==> src/rtl/tqqd_pkg.sv <==
// Shared types and constants of the two-queue quota dispatcher.
package tqqd_pkg;

   typedef logic [2:0] status_type;

   localparam status_type STATUS_LOADED     = 3'd0;
   localparam status_type STATUS_SIDE_FULL  = 3'd1;
   localparam status_type STATUS_DISPATCHED = 3'd2;
   localparam status_type STATUS_NOTHING    = 3'd3;
   localparam status_type STATUS_TOO_WEAK   = 3'd4;

   localparam logic OP_LOAD     = 1'b0;
   localparam logic OP_DISPATCH = 1'b1;

   localparam logic [1:0] SEL_ORDER    = 2'd0;
   localparam logic [1:0] SEL_PRIORITY = 2'd1;
   localparam logic [1:0] SEL_LIGHT    = 2'd2;

   localparam logic [1:0] CSR_QUOTA    = 2'd0;
   localparam logic [1:0] CSR_SELECT   = 2'd1;
   localparam logic [1:0] CSR_STRENGTH = 2'd2;
   localparam logic [1:0] CSR_LENGTH   = 2'd3;

   localparam logic [1:0] CLASS_RADIO  = 2'd0;
   localparam logic [1:0] CLASS_URGENT = 2'd1;

   // fixed-point scale factors (thousandths)
   localparam int K_STRENGTH = 1000;
   localparam int K_WEIGHT   = 5488;
   localparam int K_LENGTH   = 2000;

   // shared multiplier and search widths
   localparam int MUL_A_W = 27;
   localparam int MUL_B_W = 24;
   localparam int PROD_W  = MUL_A_W + MUL_B_W;
   localparam int NUM_W   = 31;
   localparam int DEN_W   = 26;
   localparam int WK_W    = 17;
   localparam int T_W     = 12;
   localparam logic [T_W-1:0] T_MAX = 12'hFFF;

   // entry: served mark, class, weight
   localparam int ENTRY_W = 7;

endpackage

==> src/rtl/tqqd_ram.sv <==
// Generic single-write, single-read RAM with registered read data.
module tqqd_ram #(
   parameter int WIDTH = 8,
   parameter int DEPTH = 16,
   localparam int ADDR_W = $clog2(DEPTH)
) (
   input  logic              clock,
   input  logic              wr_en,
   input  logic [ADDR_W-1:0] wr_addr,
   input  logic [WIDTH-1:0]  wr_data,
   input  logic [ADDR_W-1:0] rd_addr,
   output logic [WIDTH-1:0]  rd_data
);

   logic [WIDTH-1:0] mem_ff [DEPTH];
   logic [WIDTH-1:0] rd_data_ff;

   always_ff @(posedge clock) begin
      if (wr_en) begin
         mem_ff[wr_addr] <= wr_data;
      end
      rd_data_ff <= mem_ff[rd_addr];
   end

   assign rd_data = rd_data_ff;

endmodule

==> src/rtl/two_queue_quota_dispatcher_top.sv <==
// Two-side package dispatcher with quota switching and band transit time.
// Load, side-full and nothing-left items pass DECIDE and FINISH on their way to rsp_valid.
// Dispatch: a scan of the RAM over n slots, n the served side's load count, one slot
// a cycle, then 12 binary-search steps (SQ, SQD, CMP) on the shared multiplier.
// Too-weak band: no search after ST_MUL_N. A new item can be taken as rsp_valid rises.
// Synchronous reset restores the register defaults and empties both sides.
module two_queue_quota_dispatcher_top #(
   parameter int SIDE_DEPTH = 16
) (
   input  logic                   clock,
   input  logic                   reset,
   input  logic                   req_valid,
   output logic                   req_stall,
   input  logic                   req_opcode,
   input  logic                   req_side,
   input  logic [3:0]             req_weight,
   input  logic [1:0]             req_pkg_class,
   output logic                   rsp_valid,
   input  logic                   rsp_stall,
   output tqqd_pkg::status_type   rsp_status,
   output logic                   rsp_from_side,
   output logic [3:0]             rsp_slot,
   output logic [3:0]             rsp_out_weight,
   output logic [1:0]             rsp_out_class,
   output logic [tqqd_pkg::T_W-1:0] rsp_transit_time,
   output logic                   rsp_round_done,
   input  logic                   csr_wr_en,
   input  logic [1:0]             csr_index,
   input  logic [15:0]            csr_wr_data
);
   import tqqd_pkg::*;

   localparam int IDX_W     = $clog2(SIDE_DEPTH);
   localparam int CNT_W     = $clog2(SIDE_DEPTH + 1);
   localparam int ADDR_W    = IDX_W + 1;
   localparam int RAM_DEPTH = 2 ** ADDR_W;

   typedef enum logic [3:0] {
      ST_IDLE, ST_DECIDE, ST_SCAN, ST_PICK, ST_FETCH,
      ST_MUL_S, ST_MUL_W, ST_MUL_L, ST_MUL_N, ST_NUM,
      ST_SQ, ST_SQD, ST_CMP, ST_COMMIT, ST_FINISH
   } state_type;

   state_type state_ff;

   // configuration
   logic [7:0]  quota_w_ff;
   logic [1:0]  select_mode_ff;
   logic [15:0] strength_ff;
   logic [15:0] length_ff;

   // round state
   logic [CNT_W-1:0] loaded_ff [2];
   logic [CNT_W-1:0] served_ff [2];
   logic             cur_side_ff;
   logic [7:0]       quota_cnt_ff;

   // captured request
   logic       op_ff;
   logic       ld_side_ff;
   logic [3:0] ld_weight_ff;
   logic [1:0] ld_class_ff;

   // dispatch working state
   logic             sel_side_ff;
   logic [7:0]       sel_q_ff;
   logic [CNT_W-1:0] issue_ff;
   logic             pend_ff;
   logic [IDX_W-1:0] pend_slot_ff;
   logic             have_first_ff, have_c0_ff, have_c1_ff, have_light_ff;
   logic [IDX_W-1:0] first_ff, c0_ff, c1_ff, other_ff, light_ff;
   logic [3:0]       light_w_ff;
   logic [IDX_W-1:0] pick_ff;
   logic [3:0]       w_ff;
   logic [1:0]       c_ff;

   // arithmetic
   logic [PROD_W-1:0]  prod_ff;
   logic [DEN_W-1:0]   sk_ff;
   logic [WK_W-1:0]    wk_ff;
   logic [DEN_W-1:0]   den_ff;
   logic [NUM_W-1:0]   num_ff;
   logic [T_W-1:0]     lo_ff, hi_ff;

   // result being built, and output register
   status_type     res_status_ff;
   logic           res_side_ff;
   logic [3:0]     res_slot_ff;
   logic [3:0]     res_w_ff;
   logic [1:0]     res_c_ff;
   logic [T_W-1:0] res_t_ff;
   logic           res_done_ff;

   logic           rsp_valid_ff;
   status_type     rsp_status_ff;
   logic           rsp_side_ff;
   logic [3:0]     rsp_slot_ff;
   logic [3:0]     rsp_w_ff;
   logic [1:0]     rsp_c_ff;
   logic [T_W-1:0] rsp_t_ff;
   logic           rsp_done_ff;

   // combinational helpers
   logic [1:0]         rem_nz;
   logic [CNT_W-1:0]   scan_n;
   logic               side_full;
   logic [IDX_W-1:0]   pick_slot;
   logic [T_W-1:0]     mid;
   logic [T_W:0]       mid_sum;
   logic               search_ge;
   logic [MUL_A_W-1:0] mul_a;
   logic [MUL_B_W-1:0] mul_b;
   logic [PROD_W-1:0]  prod_in;
   logic [CNT_W-1:0]   served_next;
   logic               rem_s_after;
   logic               rem_o;
   logic [7:0]         q_next;
   logic [7:0]         q_lim;

   logic                ram_wr_en;
   logic [ADDR_W-1:0]   ram_wr_addr;
   logic [ENTRY_W-1:0]  ram_wr_data;
   logic [ADDR_W-1:0]   ram_rd_addr;
   logic [ENTRY_W-1:0]  ram_rd_data;

   assign rem_nz[0]   = loaded_ff[0] != served_ff[0];
   assign rem_nz[1]   = loaded_ff[1] != served_ff[1];
   assign scan_n      = loaded_ff[sel_side_ff];
   assign side_full   = loaded_ff[ld_side_ff] >= CNT_W'(SIDE_DEPTH);
   assign mid_sum     = {1'b0, lo_ff} + {1'b0, hi_ff};
   assign mid         = mid_sum[T_W:1];
   assign search_ge   = prod_ff >= PROD_W'(num_ff);
   assign served_next = served_ff[sel_side_ff] + CNT_W'(1);
   assign rem_s_after = loaded_ff[sel_side_ff] != served_next;
   assign rem_o       = rem_nz[~sel_side_ff];
   assign q_next      = sel_q_ff + 8'd1;
   assign q_lim       = (quota_w_ff == 8'd0) ? 8'd1 : quota_w_ff;

   // priority: first class 0, else last class 1, else last of the rest; light: first lightest; order: first unserved
   always_comb begin
      unique case (select_mode_ff)
         SEL_PRIORITY: pick_slot = have_c0_ff ? c0_ff : (have_c1_ff ? c1_ff : other_ff);
         SEL_LIGHT:    pick_slot = light_ff;
         SEL_ORDER:    pick_slot = first_ff;
         default:      pick_slot = first_ff;
      endcase
   end

   // shared multiplier operand selection
   always_comb begin
      mul_a = '0;
      mul_b = '0;
      unique case (state_ff)
         ST_MUL_S: begin
            mul_a = MUL_A_W'(strength_ff);
            mul_b = MUL_B_W'(K_STRENGTH);
         end
         ST_MUL_W: begin
            mul_a = MUL_A_W'(w_ff);
            mul_b = MUL_B_W'(K_WEIGHT);
         end
         ST_MUL_L: begin
            mul_a = MUL_A_W'(length_ff);
            mul_b = MUL_B_W'(K_LENGTH);
         end
         ST_MUL_N: begin
            mul_a = prod_ff[MUL_A_W-1:0];
            mul_b = MUL_B_W'(w_ff);
         end
         ST_SQ: begin
            mul_a = MUL_A_W'(mid);
            mul_b = MUL_B_W'(mid);
         end
         ST_SQD: begin
            mul_a = MUL_A_W'(den_ff);
            mul_b = prod_ff[MUL_B_W-1:0];
         end
         default: begin
            mul_a = '0;
            mul_b = '0;
         end
      endcase
   end

   assign prod_in = PROD_W'(mul_a) * PROD_W'(mul_b);

   always_ff @(posedge clock) begin
      prod_ff <= prod_in;
   end

   // table RAM ports
   always_comb begin
      ram_wr_en   = 1'b0;
      ram_wr_addr = {sel_side_ff, pick_ff};
      ram_wr_data = {1'b1, c_ff, w_ff};
      if (state_ff == ST_DECIDE && op_ff == OP_LOAD && !side_full) begin
         ram_wr_en   = 1'b1;
         ram_wr_addr = {ld_side_ff, loaded_ff[ld_side_ff][IDX_W-1:0]};
         ram_wr_data = {1'b0, ld_class_ff, ld_weight_ff};
      end else if (state_ff == ST_COMMIT) begin
         ram_wr_en = 1'b1;
      end
   end

   assign ram_rd_addr = (state_ff == ST_SCAN) ? {sel_side_ff, issue_ff[IDX_W-1:0]}
                                              : {sel_side_ff, pick_slot};

   tqqd_ram #(
      .WIDTH (ENTRY_W),
      .DEPTH (RAM_DEPTH)
   ) u_table (
      .clock   (clock),
      .wr_en   (ram_wr_en),
      .wr_addr (ram_wr_addr),
      .wr_data (ram_wr_data),
      .rd_addr (ram_rd_addr),
      .rd_data (ram_rd_data)
   );

   always_ff @(posedge clock) begin
      if (reset) begin
         state_ff       <= ST_IDLE;
         quota_w_ff     <= 8'd3;
         select_mode_ff <= SEL_LIGHT;
         strength_ff    <= 16'd100;
         length_ff      <= 16'd100;
         loaded_ff[0]   <= '0;
         loaded_ff[1]   <= '0;
         served_ff[0]   <= '0;
         served_ff[1]   <= '0;
         cur_side_ff    <= 1'b0;
         quota_cnt_ff   <= 8'd0;
         rsp_valid_ff   <= 1'b0;
         pend_ff        <= 1'b0;
      end else begin
         if (csr_wr_en) begin
            unique case (csr_index)
               CSR_QUOTA:    quota_w_ff     <= csr_wr_data[7:0];
               CSR_SELECT:   select_mode_ff <= csr_wr_data[1:0];
               CSR_STRENGTH: strength_ff    <= csr_wr_data;
               CSR_LENGTH:   length_ff      <= csr_wr_data;
            endcase
         end

         // in finish the output register is reloaded instead
         if (rsp_valid_ff && !rsp_stall && state_ff != ST_FINISH) begin
            rsp_valid_ff <= 1'b0;
         end

         unique case (state_ff)
            ST_IDLE: begin
               if (req_valid) begin
                  op_ff        <= req_opcode;
                  ld_side_ff   <= req_side;
                  ld_weight_ff <= req_weight;
                  ld_class_ff  <= req_pkg_class;
                  state_ff     <= ST_DECIDE;
               end
            end

            ST_DECIDE: begin
               res_side_ff <= 1'b0;
               res_slot_ff <= 4'd0;
               res_w_ff    <= 4'd0;
               res_c_ff    <= 2'd0;
               res_t_ff    <= '0;
               res_done_ff <= 1'b0;
               if (op_ff == OP_LOAD) begin
                  if (side_full) begin
                     res_status_ff <= STATUS_SIDE_FULL;
                  end else begin
                     res_status_ff         <= STATUS_LOADED;
                     loaded_ff[ld_side_ff] <= loaded_ff[ld_side_ff] + CNT_W'(1);
                  end
                  state_ff <= ST_FINISH;
               end else if (rem_nz == 2'b00) begin
                  res_status_ff <= STATUS_NOTHING;
                  state_ff      <= ST_FINISH;
               end else begin
                  // current side empty: take the other one and restart its quota
                  sel_side_ff   <= rem_nz[cur_side_ff] ? cur_side_ff : ~cur_side_ff;
                  sel_q_ff      <= rem_nz[cur_side_ff] ? quota_cnt_ff : 8'd0;
                  issue_ff      <= '0;
                  pend_ff       <= 1'b0;
                  have_first_ff <= 1'b0;
                  have_c0_ff    <= 1'b0;
                  have_c1_ff    <= 1'b0;
                  have_light_ff <= 1'b0;
                  state_ff      <= ST_SCAN;
               end
            end

            ST_SCAN: begin
               if (issue_ff < scan_n) begin
                  pend_slot_ff <= issue_ff[IDX_W-1:0];
                  issue_ff     <= issue_ff + CNT_W'(1);
                  pend_ff      <= 1'b1;
               end else begin
                  pend_ff  <= 1'b0;
                  state_ff <= ST_PICK;
               end
               if (pend_ff && !ram_rd_data[6]) begin
                  if (!have_first_ff) begin
                     have_first_ff <= 1'b1;
                     first_ff      <= pend_slot_ff;
                  end
                  if (ram_rd_data[5:4] == CLASS_RADIO) begin
                     if (!have_c0_ff) begin
                        have_c0_ff <= 1'b1;
                        c0_ff      <= pend_slot_ff;
                     end
                  end else if (ram_rd_data[5:4] == CLASS_URGENT) begin
                     have_c1_ff <= 1'b1;
                     c1_ff      <= pend_slot_ff;
                  end else begin
                     other_ff <= pend_slot_ff;
                  end
                  if (!have_light_ff || ram_rd_data[3:0] < light_w_ff) begin
                     have_light_ff <= 1'b1;
                     light_ff      <= pend_slot_ff;
                     light_w_ff    <= ram_rd_data[3:0];
                  end
               end
            end

            ST_PICK: begin
               pick_ff  <= pick_slot;
               state_ff <= ST_FETCH;
            end

            ST_FETCH: begin
               w_ff     <= ram_rd_data[3:0];
               c_ff     <= ram_rd_data[5:4];
               state_ff <= ST_MUL_S;
            end

            ST_MUL_S: state_ff <= ST_MUL_W;

            ST_MUL_W: begin
               sk_ff    <= prod_ff[DEN_W-1:0];
               state_ff <= ST_MUL_L;
            end

            ST_MUL_L: begin
               wk_ff    <= prod_ff[WK_W-1:0];
               state_ff <= ST_MUL_N;
            end

            ST_MUL_N: begin
               res_side_ff <= sel_side_ff;
               res_slot_ff <= 4'(pick_ff);
               res_w_ff    <= w_ff;
               res_c_ff    <= c_ff;
               res_t_ff    <= '0;
               res_done_ff <= 1'b0;
               if (sk_ff < DEN_W'(wk_ff)) begin
                  res_status_ff <= STATUS_TOO_WEAK;
                  state_ff      <= ST_FINISH;
               end else begin
                  den_ff   <= sk_ff - DEN_W'(wk_ff);
                  state_ff <= ST_NUM;
               end
            end

            ST_NUM: begin
               num_ff   <= prod_ff[NUM_W-1:0];
               lo_ff    <= '0;
               hi_ff    <= T_MAX;
               state_ff <= ST_SQ;
            end

            ST_SQ:  state_ff <= ST_SQD;
            ST_SQD: state_ff <= ST_CMP;

            // smallest t with t*t*den >= num; never satisfied saturates at the top
            ST_CMP: begin
               if (search_ge) begin
                  hi_ff    <= mid;
                  state_ff <= (lo_ff == mid) ? ST_COMMIT : ST_SQ;
               end else begin
                  lo_ff    <= mid + 12'd1;
                  state_ff <= (mid + 12'd1 == hi_ff) ? ST_COMMIT : ST_SQ;
               end
            end

            ST_COMMIT: begin
               res_status_ff <= STATUS_DISPATCHED;
               res_t_ff      <= lo_ff;
               // both sides exhausted: new round
               if (!rem_s_after && !rem_o) begin
                  loaded_ff[0] <= '0;
                  loaded_ff[1] <= '0;
                  served_ff[0] <= '0;
                  served_ff[1] <= '0;
                  cur_side_ff  <= 1'b0;
                  quota_cnt_ff <= 8'd0;
                  res_done_ff  <= 1'b1;
               end else begin
                  served_ff[sel_side_ff] <= served_next;
                  res_done_ff            <= 1'b0;
                  if (q_next >= q_lim) begin
                     quota_cnt_ff <= 8'd0;
                     cur_side_ff  <= rem_o ? ~sel_side_ff : sel_side_ff;
                  end else if (!rem_s_after) begin
                     quota_cnt_ff <= 8'd0;
                     cur_side_ff  <= ~sel_side_ff;
                  end else begin
                     quota_cnt_ff <= q_next;
                     cur_side_ff  <= sel_side_ff;
                  end
               end
               state_ff <= ST_FINISH;
            end

            ST_FINISH: begin
               if (!rsp_valid_ff || !rsp_stall) begin
                  rsp_valid_ff  <= 1'b1;
                  rsp_status_ff <= res_status_ff;
                  rsp_side_ff   <= res_side_ff;
                  rsp_slot_ff   <= res_slot_ff;
                  rsp_w_ff      <= res_w_ff;
                  rsp_c_ff      <= res_c_ff;
                  rsp_t_ff      <= res_t_ff;
                  rsp_done_ff   <= res_done_ff;
                  state_ff      <= ST_IDLE;
               end
            end

            default: state_ff <= ST_IDLE;
         endcase
      end
   end

   assign req_stall        = state_ff != ST_IDLE;
   assign rsp_valid        = rsp_valid_ff;
   assign rsp_status       = rsp_status_ff;
   assign rsp_from_side    = rsp_side_ff;
   assign rsp_slot         = rsp_slot_ff;
   assign rsp_out_weight   = rsp_w_ff;
   assign rsp_out_class    = rsp_c_ff;
   assign rsp_transit_time = rsp_t_ff;
   assign rsp_round_done   = rsp_done_ff;

   a_served_le_loaded: assert property (@(posedge clock) disable iff (reset)
      served_ff[0] <= loaded_ff[0] && served_ff[1] <= loaded_ff[1])
      else $error("served count exceeds loaded count");

   a_search_open: assert property (@(posedge clock) disable iff (reset)
      state_ff == ST_CMP |-> lo_ff < hi_ff)
      else $error("search interval collapsed before compare");

   a_accept_decides: assert property (@(posedge clock) disable iff (reset)
      req_valid && !req_stall |=> state_ff == ST_DECIDE)
      else $error("accepted item not decoded");

   a_rsp_from_finish: assert property (@(posedge clock) disable iff (reset)
      $rose(rsp_valid_ff) |-> $past(state_ff == ST_FINISH))
      else $error("result raised outside finish");

endmodule
==> config.mk <==
export PLATFORM = sky130hd
export DESIGN_NAME = two_queue_quota_dispatcher_top
export DESIGN_NICKNAME = d
export VERILOG_FILES = /design/src/rtl/tqqd_pkg.sv /design/src/rtl/tqqd_ram.sv /design/src/rtl/two_queue_quota_dispatcher_top.sv
export SDC_FILE = /design/constraint.sdc
export NUM_CORES = 2
export LEC_CHECK = 0
export BUFFER_PORTS_ARGS = -buffer_cell sky130_fd_sc_hd__buf_2
export CAP_MARGIN = 15
export CORE_MARGIN = 8
export CORE_UTILIZATION = 35
export CTS_CLUSTER_DIAMETER = 120
export DETAILED_ROUTE_END_ITERATION = 12
export SLEW_MARGIN = 0
export SYNTH_ARGS = -nofsm -noshare
export SYNTH_HDL_FRONTEND = slang
export SYNTH_SLANG_ARGS = --single-unit
==> constraint.sdc <==
create_clock -name clock -period 11.7 [get_ports clock]
set_clock_uncertainty 0.2 [all_clocks]
set_input_delay 1.17 -clock clock [delete_from_list [all_inputs] [get_ports clock]]
set_output_delay 1.17 -clock clock [all_outputs]
set_load 0.1 [all_outputs]
==> out/results.txt <==
CTS clock-pin slew for the worst setup and hold paths - 50 ps
RSZ-0062 raised after global routing - no
CTS buffer count - 70
Hold EP - rsp_transit_time[2]$_DFFE_PP_
Max Freq - 0.0917 GHz
R2R Setup Slk - 790 ps
final net count - 5479
Worst-Margin Slew - 1140 ps
vias in the first global route - 34500
Synth Cell Area - 46600 um^2
Die ar. - 145000 um^2
post-synthesis sequential area ratio - 36.4%
Ys Warns - 0
RR Startpoint - lo_ff[4]$_SDFFCE_PN0P_
first-pass GRT wire length - 209 mm
R2R Path End - prod_ff[50]$_DFF_P_
post-CTS sizing - 0
Max IR drop VDD - 105 uV
synthesis-stage register bit count - 603
Initial Utilization - 35.1%
Synth Area in Compound Gates - 8.41%
HP Start - res_t_ff[2]$_SDFFCE_PN0P_
r2r worst-path depth - 34
post-route ant nets - 0
crit path time final - 10910 ps
vias - 33300
critical path capture point type - register
Post-CTS Setup Bufs - 0
CP max-delay cell - a2111oi_0
Cell Pwr Density - 106 nW/um^2
Worst Hold Path Cells - 0
DR DRC count - 0
clk_lat worst skew - 660 ps
critical path's largest stage delay - 850 ps
Syn Inst Count - 4584
Worst slew margin - 23.4%
Leak - 0.0215 uW
CTS tree - done
Netlist cell types - 89
grt ovf - 0
Hold Slack - 217 ps
Worst Path Required - 12010 ps
Final HPWL DP - 102 mm
Synth Area in Simple Gates - 13.7%
number of port buffers - 59
Max-Cap Viols - 0
hold buffer count at cts - 0
asr flop ratio synth - 0%
Power, Total - 5470 uW
CTS root buf - clkbuf_16
ranking of synthesized cells by area - edfxtp_1 (31%), fa_1 (24%), ha_1 (6.9%), inv_1 (5.9%), nand2_1 (5.8%)
outcome - completed
crit share post-route - 93.2%
largest net degree at the start of global routing - 82
final core utilization - 38.8%
largest family of logic cells by synthesized area - adder cells
final hold vios - 0
DIE HEIGHT - 381 um
gr usage total - 18.5%
initial antenna violation count - 5
drt first pass iters - 6
Initial DRC Count - 3055
Clock Path Buffers - 3
Synth Area in XOR/XNOR - 2.72%
DR vias/cell - 5.15
Crit path arrival time - 11220 ps
per-cell routed wire length - 21.0 um
mux contribution to synthesized area - 0.688%
hold crit path type - register to register
Max Slew Vio Count - 0
synthesis-to-finish area growth - 10.8%
area share of the largest cell type after synthesis - 31.3%
setup TNS - 0 ps
crit path max fanout - 11
FP Rows - 134
Post-Syn Area per Cell - 10.2 um^2
gp weighted congestion - 0.934
layout cells sized above 1 - 6.78%
CTS sink cnt - 603
Most common cell on crit path - fa_1
final wirelength - 136 mm
H-tree Lvls - 3
endpoints failing setup - 0
Ports - 60
area of the core - 133000 um^2
EDFF count, synth - 486
crit path kind - register to register
post-synthesis adder-cell area fraction - 30.6%
Synth Flop Type - edfxtp_1
Die Width - 381 um
Critical Path Source Type - register
most area-hungry cell type in the Yosys netlist - edfxtp_1
placed cells by master, fill, tap and decap left out, types with 15 or more instances in the layout:
| master | instances |
|---|---|
| a211oi_1 | 76 |
| a21o_1 | 46 |
| a21oi_1 | 137 |
| a22oi_1 | 53 |
| a31oi_1 | 62 |
| and2_1 | 79 |
| and3_1 | 38 |
| buf_2 | 61 |
| buf_4 | 100 |
| clkbuf_1 | 17 |
| clkbuf_16 | 71 |
| conb_1 | 20 |
| dfxtp_1 | 117 |
| edfxtp_1 | 486 |
| fa_1 | 550 |
| ha_1 | 258 |
| inv_1 | 728 |
| mux2i_1 | 21 |
| nand2_1 | 720 |
| nand2b_1 | 21 |
| nand3_1 | 48 |
| nand4_1 | 19 |
| nor2_1 | 423 |
| nor2b_1 | 15 |
| nor3_1 | 30 |
| nor4_1 | 20 |
| o21a_1 | 15 |
| o21ai_0 | 74 |
| o21bai_1 | 15 |
| o22ai_1 | 32 |
| xnor2_1 | 82 |
| xor2_1 | 52 |
where the power goes:
| group | internal, uW | switching (uW) |
|---|---|---|
| clock network | 1240 | 931 |
| logic | 217 | 577 |
| registers | 2430 | 66.2 |
| total | 3890 | 1570 |
cell usage after synthesis (8+ instances only):
master and instances:
and2_1 80, a211oi_1 77, nor2b_1 15, a21oi_1 139, or3_1 8, o21bai_1 15
dfxtp_1 117, o21a_1 15, edfxtp_1 486, nand4_1 19, a31oi_1 62, o211ai_1 9
fa_1 550, and3_1 38, nand2_1 720, o21ai_0 74, a22o_1 14, nor3_1 34
xor2_1 52, o22ai_1 32, a22oi_1 53, ha_1 258, inv_1 728, or2_2 9
xnor2_1 82, mux2_2 8, nor4_1 21, nand3_1 48, clkbuf_1 180, mux2i_1 23
nand2b_1 21, buf_1 10, nor2_1 427, a21o_1 46
worst max-delay path: cells and delay by family (launching register included):
kind / cells / cell delay (ps)
compound gates: 11 / 3620
fa+ha+maj: 9 / 3890
flops: 1 / 420
buf+inv: 6 / 570
xor+xnor: 1 / 140
mux: 1 / 120
simple gates: 6 / 1780
sequential cells by signal, summed over array words and instances, names as in the netlist, 7 cells and up, named ones only:
signal	flops
u_table.rd_data	7
res_t_ff	12
den_ff	26
sel_q_ff	8
wk_ff	17
length_ff	16
num_ff	31
strength_ff	16
rsp_transit_time	12
lo_ff	12
prod_ff	51
quota_cnt_ff	8
loaded_ff	10
sk_ff	26
u_table.mem_ff	224
served_ff	10
hi_ff	12
quota_w_ff	8
worst max-delay path by stage:
| stage | from | endpoint | slack, ps | cells past startpoint |
|---|---|---|---|---|
| CTS | lo_ff[4]$_SDFFCE_PN0P_ | prod_ff[50]$_DFF_P_ | 850 | 34 |
| detailed placement | lo_ff[4]$_SDFFCE_PN0P_ | prod_ff[50]$_DFF_P_ | 910 | 34 |
| finish | lo_ff[4]$_SDFFCE_PN0P_ | prod_ff[50]$_DFF_P_ | 790 | 34 |
| global placement | lo_ff[4]$_SDFFCE_PN0P_ | prod_ff[44]$_DFF_P_ | 950 | 34 |
| floorplan | lo_ff[4]$_SDFFCE_PN0P_ | prod_ff[47]$_DFF_P_ | 2590 | 34 |
| global route | lo_ff[4]$_SDFFCE_PN0P_ | prod_ff[44]$_DFF_P_ | 320 | 34 |
stage by stage:
step / worst slack [ps] / std cells / cell area, um^2
floorplan: 2590 / 4602 / 46600
global placement: 953 / 6332 / 49200
detailed placement: 913 / 6333 / 49200
CTS: 852 / 6457 / 51500
global route: 325 / 6460 / 51600
finish: 792 / 6463 / 51600
routing by layer:
layer | wire, um | track usage [%] | up-vias
li1 | - | - | 15000
met1 | 57300 | 25.1 | 16600
met2 | 59500 | 28.7 | 1370
met3 | 11900 | 3.97 | 330
met4 | 6900 | 8.11 | 2
met5 | 8 | 0 | -
cell families (layout without fill, tap and decap cells):
family,count (synthesis),in the layout
AO/OA/AOI/OAI,591,591
XOR/XNOR,138,138
adder cells (fa/ha/maj),808,808
buffers and inverters,929,1019
flip-flops,603,603
multiplexers,31,31
other,2,23
AND/OR/NAND/NOR,1482,1482
area by class of cell:
class / count / area [um^2]
fillers: 13000 / 81200
multi-input cells: 3070 / 26300
flip-flops and latches: 603 / 16900
inverters: 732 / 2750
well taps: 1768 / 2210
clock buffers: 91 / 1880
repair buffers: 163 / 1110
clock inverters: 33 / 404
diodes: 3 / 7.51
(Power assumes the default switching activity.)
